**src/hdl/bfs_pkg.sv**
```systemverilog
// shared types and codes for the best-flip bipartition search block
package bfs_pkg;

  // action codes
  localparam logic [2:0] ACT_CLEAR    = 3'd0;
  localparam logic [2:0] ACT_ADD      = 3'd1;
  localparam logic [2:0] ACT_COLOR    = 3'd2;
  localparam logic [2:0] ACT_FLIP_ANY = 3'd3;
  localparam logic [2:0] ACT_FLIP_C0  = 3'd4;

  // result status codes
  localparam logic [1:0] ST_DONE     = 2'd0;
  localparam logic [1:0] ST_IGNORED  = 2'd1;
  localparam logic [1:0] ST_NO_CAND  = 2'd2;

  localparam int CE_W = 15;

  typedef struct packed {
    logic [2:0] action;
    logic [7:0] vertex_a;
    logic [7:0] vertex_b;
    logic       color_value;
  } in_item_t;

  typedef struct packed {
    logic [1:0]      status;
    logic [7:0]      chosen_vertex;
    logic [CE_W-1:0] score;
    logic [CE_W-1:0] edges_color0;
    logic [CE_W-1:0] edges_color1;
  } out_item_t;

  // per-vertex record: colour, same-colour neighbours, degree
  typedef struct packed {
    logic       color;
    logic [7:0] scn;
    logic [7:0] deg;
  } word_t;

  typedef enum logic [3:0] {
    DP_IDLE,
    DP_CLR,
    DP_ADD_RD,
    DP_ADD_CHK,
    DP_ADD_WB,
    DP_ADD_WA,
    DP_COL_RD,
    DP_FLIP_RD,
    DP_FLIP_UPD,
    DP_NBR,
    DP_SCAN
  } dp_op_t;

  typedef struct packed {
    dp_op_t     op;
    logic       load;
    logic       reply;
    logic [1:0] rstat;
    logic       rchosen;
  } dp_cmd_t;

  typedef struct packed {
    logic range_ok;
    logic is_dup;
    logic col_same;
    logic clr_last;
    logic nbr_done;
    logic scan_done;
    logic found;
  } dp_stat_t;

endpackage

```
**src/hdl/bfs_ctrl.sv**
```systemverilog
// sequencing state machine for the best-flip search block
module bfs_ctrl (
  input  logic              clk,
  input  logic              rst,
  input  logic              start,
  input  logic [2:0]        action,
  input  bfs_pkg::dp_stat_t stat,
  output bfs_pkg::dp_cmd_t  cmd,
  output logic              busy
);
  import bfs_pkg::*;

  typedef enum logic [11:0] {
    S_IDLE     = 12'b0000_0000_0001,
    S_CLR      = 12'b0000_0000_0010,
    S_ADD_RD   = 12'b0000_0000_0100,
    S_ADD_CHK  = 12'b0000_0000_1000,
    S_ADD_WB   = 12'b0000_0001_0000,
    S_ADD_WA   = 12'b0000_0010_0000,
    S_COL_RD   = 12'b0000_0100_0000,
    S_COL_CHK  = 12'b0000_1000_0000,
    S_FLIP_RD  = 12'b0001_0000_0000,
    S_FLIP_UPD = 12'b0010_0000_0000,
    S_NBR      = 12'b0100_0000_0000,
    S_SCAN     = 12'b1000_0000_0000
  } state_t;

  state_t state, state_next;
  logic   clr_reply, clr_reply_next;
  logic   step, step_next;

  assign busy = (state != S_IDLE);

  // next state and commands
  always_comb begin
    state_next     = state;
    clr_reply_next = clr_reply;
    step_next      = step;
    cmd            = '{op: DP_IDLE, load: 1'b0, reply: 1'b0, rstat: ST_DONE, rchosen: 1'b0};
    unique case (state)
      S_IDLE: begin
        if (start) begin
          cmd.load  = 1'b1;
          step_next = (action == ACT_FLIP_ANY) || (action == ACT_FLIP_C0);
          if (action == ACT_CLEAR) begin
            state_next     = S_CLR;
            clr_reply_next = 1'b1;
          end else if (action == ACT_ADD) begin
            state_next = S_ADD_RD;
          end else if (action == ACT_COLOR) begin
            state_next = S_COL_RD;
          end else if (action == ACT_FLIP_ANY || action == ACT_FLIP_C0) begin
            state_next = S_SCAN;
          end else begin
            cmd.reply = 1'b1;
            cmd.rstat = ST_IGNORED;
          end
        end
      end
      S_CLR: begin
        cmd.op = DP_CLR;
        if (stat.clr_last) begin
          cmd.reply      = clr_reply;
          clr_reply_next = 1'b0;
          state_next     = S_IDLE;
        end
      end
      S_ADD_RD: begin
        if (!stat.range_ok) begin
          cmd.reply  = 1'b1;
          cmd.rstat  = ST_IGNORED;
          state_next = S_IDLE;
        end else begin
          cmd.op     = DP_ADD_RD;
          state_next = S_ADD_CHK;
        end
      end
      S_ADD_CHK: begin
        cmd.op = DP_ADD_CHK;
        if (stat.is_dup) begin
          cmd.reply  = 1'b1;
          cmd.rstat  = ST_IGNORED;
          state_next = S_IDLE;
        end else begin
          state_next = S_ADD_WB;
        end
      end
      S_ADD_WB: begin
        cmd.op     = DP_ADD_WB;
        state_next = S_ADD_WA;
      end
      S_ADD_WA: begin
        cmd.op     = DP_ADD_WA;
        cmd.reply  = 1'b1;
        state_next = S_IDLE;
      end
      S_COL_RD: begin
        if (!stat.range_ok) begin
          cmd.reply  = 1'b1;
          cmd.rstat  = ST_IGNORED;
          state_next = S_IDLE;
        end else begin
          cmd.op     = DP_COL_RD;
          state_next = S_COL_CHK;
        end
      end
      S_COL_CHK: begin
        if (stat.col_same) begin
          cmd.reply  = 1'b1;
          state_next = S_IDLE;
        end else begin
          state_next = S_FLIP_RD;
        end
      end
      S_FLIP_RD: begin
        cmd.op     = DP_FLIP_RD;
        state_next = S_FLIP_UPD;
      end
      S_FLIP_UPD: begin
        cmd.op     = DP_FLIP_UPD;
        state_next = S_NBR;
      end
      S_NBR: begin
        cmd.op = DP_NBR;
        if (stat.nbr_done) begin
          cmd.reply   = 1'b1;
          cmd.rchosen = step;
          state_next  = S_IDLE;
        end
      end
      S_SCAN: begin
        cmd.op = DP_SCAN;
        if (stat.scan_done) begin
          if (stat.found) begin
            state_next = S_FLIP_RD;
          end else begin
            cmd.reply  = 1'b1;
            cmd.rstat  = ST_NO_CAND;
            state_next = S_IDLE;
          end
        end
      end
      default: begin
        state_next = S_IDLE;
      end
    endcase
  end

  // state registers; reset starts with a silent clearing pass
  always_ff @(posedge clk) begin
    if (rst) begin
      state     <= S_CLR;
      clr_reply <= 1'b0;
      step      <= 1'b0;
    end else begin
      state     <= state_next;
      clr_reply <= clr_reply_next;
      step      <= step_next;
    end
  end

endmodule

```
**config.mk**
```make
export PLATFORM = sky130hd
export DESIGN_NAME = bfs_ctrl
export DESIGN_NICKNAME = d
export VERILOG_FILES = /design/src/hdl/bfs_pkg.sv /design/src/hdl/bfs_ctrl.sv
export SDC_FILE = /design/constraint.sdc
export NUM_CORES = 1
export LEC_CHECK = 0
export BUFFER_PORTS_ARGS = -buffer_cell sky130_fd_sc_hd__buf_2
export CAP_MARGIN = 40
export CORE_UTILIZATION = 35
export CTS_CLUSTER_DIAMETER = 150
export DETAILED_ROUTE_END_ITERATION = 8
export PLACE_DENSITY_LB_ADDON = 0.08
export SLEW_MARGIN = 5
export SYNTH_ARGS = -nofsm -noshare
export SYNTH_HDL_FRONTEND = slang
export SYNTH_SLANG_ARGS = --single-unit
```
**constraint.sdc**
```tcl
create_clock -name clk -period 2.44 [get_ports clk]
set_input_delay 0.488 -clock clk [delete_from_list [all_inputs] [get_ports clk]]
set_output_delay 0.488 -clock clk [all_outputs]
set_load 0.03 [all_outputs]
```
==> results.cfg <==
[power]
p_leak_nw = 0.634
p_per_area_nw_per_um2 = 392
p_total_w = 0.000611
peakVddDrop_uv = 279

[sta]
skew_ns = 0.00615
min_period_over_period = 1.12
max_clock_freq_mhz = 365
slew_headroom = 0.685
setup_ws_ns = -0.303
period_minus_slack_ns = 2.74
setup_violations = 6
rsz0062_at_grt = true
slew_violations = 0
worstMarginPinSlew_ns = 0.470
hold_viol = 0

[global_routing]
overflow = 0
antenna_found_initial = 0
grt_pass1_wl_mm = 5.46
grtUsageTotal = 0.222
grt_pass1_vias = 1152
grt_max_degree = 12

[critical_path]
worst-path-stages = 7
cp_common_cell = buf_6
crit_chain = or4_4 > or4b_4 > buf_6 > nor3_4 > a211oi_1 > nand3b_1 > buf_6
r2r_start = state[11]
critPathBufInv = 2
cp_max_fo = 3
crit_required_ns = 1.95
max_stage_delay_ns = 0.55
crit_end = cmd[3]
crit_arrival_ns = 2.25
start_kind = flop
ff2ff_setup_slack_ns = 0.11
path_delay_family = simple AND/OR/NAND/NOR gates
cp-startpoint = state[11]
reg2regPathDepth = 7
cpMaxStageDelayCell = or4_4
crit_type = reg -> out
timing.rr.end = state[0]
endpoint_kind = primary output

[route]
dr_total_vias = 1227
dr.pass1.iters = 4
wl_mm = 3.49
post_drt_wl_per_cell_um = 16.8
drt-initial-drc-count = 35
routed_via_density = 5.90
drc = 0
ant_nets = 0

[finish]
final_common_cell = buf_4
design_area_um2 = 1560
drive_gt1_frac = 0.469
final_util = 0.560
mostFrequentLayoutCells = buf_4 (23), nor2_1 (15), buf_2 (13)
antenna_cells = 0
area_delta_synth_final_pct = 50.4
nets = 191

[die]
coreArea_um2 = 2780
die_h_um = 56.4
rows = 19
ios = 23
die_w_um = 56.4
start_util = 0.372
dieArea_um2 = 3180

[logic_synthesis]
synth_cells = 137
ys_seq_area_frac = 0.271
yosysTopAreaCell = dfxtp_1
avgSynthCellArea_um2 = 7.55
yosys.cell_types.count = 42
synth_area_leaders = dfxtp_1 (27%), nor2_1 (6.2%), nand4_1 (5.4%)
synth_area_um2 = 1030
synth_nets = 150
ys_seq_elements = 14
synth_top_area_share = 0.271
yosysWarnings = 0

[place]
placed_area_um2 = 1310
place_ws_ns = -0.0850
hpwl_mm = 2.49
portBuffers = 22
globalplace.congestion = 0.989

[clock_tree]
cts_sinks = 14
clockBufferDepth = 2
clkLatencyLatePin_ns = 0.29
cts_tree = yes
cts_buffers = 3
cts.root.buffer_cell = clkbuf_4
clkTransAtPathRegs_ns = 0.10
htreeDepth = 1

[run_status]
status = complete, but fails checks
violations = setup timing

[worst_hold_path]
hp-class = in -> reg
hold_start = action[1]

[run]
maxCapViolations = 0
[synthesized netlist by cell type, drive strengths merged]
library cell / count
nor2: 17
dfxtp: 14
nor3: 12
nand4: 9
clkbuf: 7
nand2: 7
nand3: 6
a21oi: 5
o21ai: 5
inv: 4
nor4: 4
xor2: 4
buf: 3
nand3b: 3
nor4b: 3
or3b: 3
or4: 3
or4b: 3
a211oi: 2
and3: 2
nand2b: 2
nor3b: 2
nor4bb: 2
a2111oi: 1
a21boi: 1
a21o: 1
a311oi: 1
a31oi: 1
mux2: 1
mux2i: 1
nand4b: 1
o2111a: 1
o21a: 1
o22ai: 1
o311ai: 1
o32a: 1
or2: 1
xnor2: 1
[routing by layer]
metal  vias up  track usage  part of all wire
met5         -            0                 0
met4         0       0.0871             0.025
met3        10       0.0392             0.067
met2        58        0.362              0.48
met1       563        0.290              0.42
li1        596            -                 -
[worst min-delay path by stage]
stage	cells after the start	slack (ns)	to
floorplan	2	0.43	clr_reply
global placement	2	0.45	clr_reply
detailed placement	2	0.47	clr_reply
CTS	2	0.42	state[2]
global route	2	0.42	state[2]
finish	2	0.43	state[2]
[logic make-up (layout without fill, tap and decap cells)]
kind of cell,Yosys count,count (layout),share of synthesized area
buffers and inverters,14,54,0.0665
XOR/XNOR,5,5,0.0423
multiplexers,2,2,0.0206
AND/OR/NAND/NOR,80,80,0.457
AO/OA/AOI/OAI,22,22,0.143
flip-flops,14,14,0.271
[stage by stage]
| step | setup TNS [ns] | hold slack [ns] | std cells |
|---|---|---|---|
| floorplan | -0.478 | 0.431 | 137 |
| global placement | -0.0952 | 0.449 | 197 |
| global route | -1.53 | 0.419 | 208 |
| finish | -1.12 | 0.426 | 208 |
| CTS | -1.03 | 0.418 | 203 |
| detailed placement | -0.235 | 0.466 | 197 |
[area by class of cell]
cell class	instances	area [um^2]
sequential	14	287
timing repair buffer	46	354
fill	271	1220
inverter	4	15.0
multi-input combinational	109	826
tap	31	38.8
clock buffer	4	36.3
[power by group]
group	total, W	internal [W]	switching (W)
combinational	0.000189	0.0000854	0.000103
sequential	0.000243	0.000236	0.00000728
clock	0.000179	0.0000910	0.0000876
[flip-flops by register name (all words and copies together), names as in the netlist]
name / cells
clr_reply: 1
state: 12
step: 1
[repair_timing]
| action | 4_1_cts | 5_1_grt |
|---|---|---|
| pin swaps | 7 | 8 |
| hold buffers | 0 | 0 |
| gates resized for setup | 19 | 29 |
| buffers inserted | 2 | 5 |
| endpoints found under the setup margin | 8 | 10 |
Note: power is estimated with default switching activity, not from simulation.
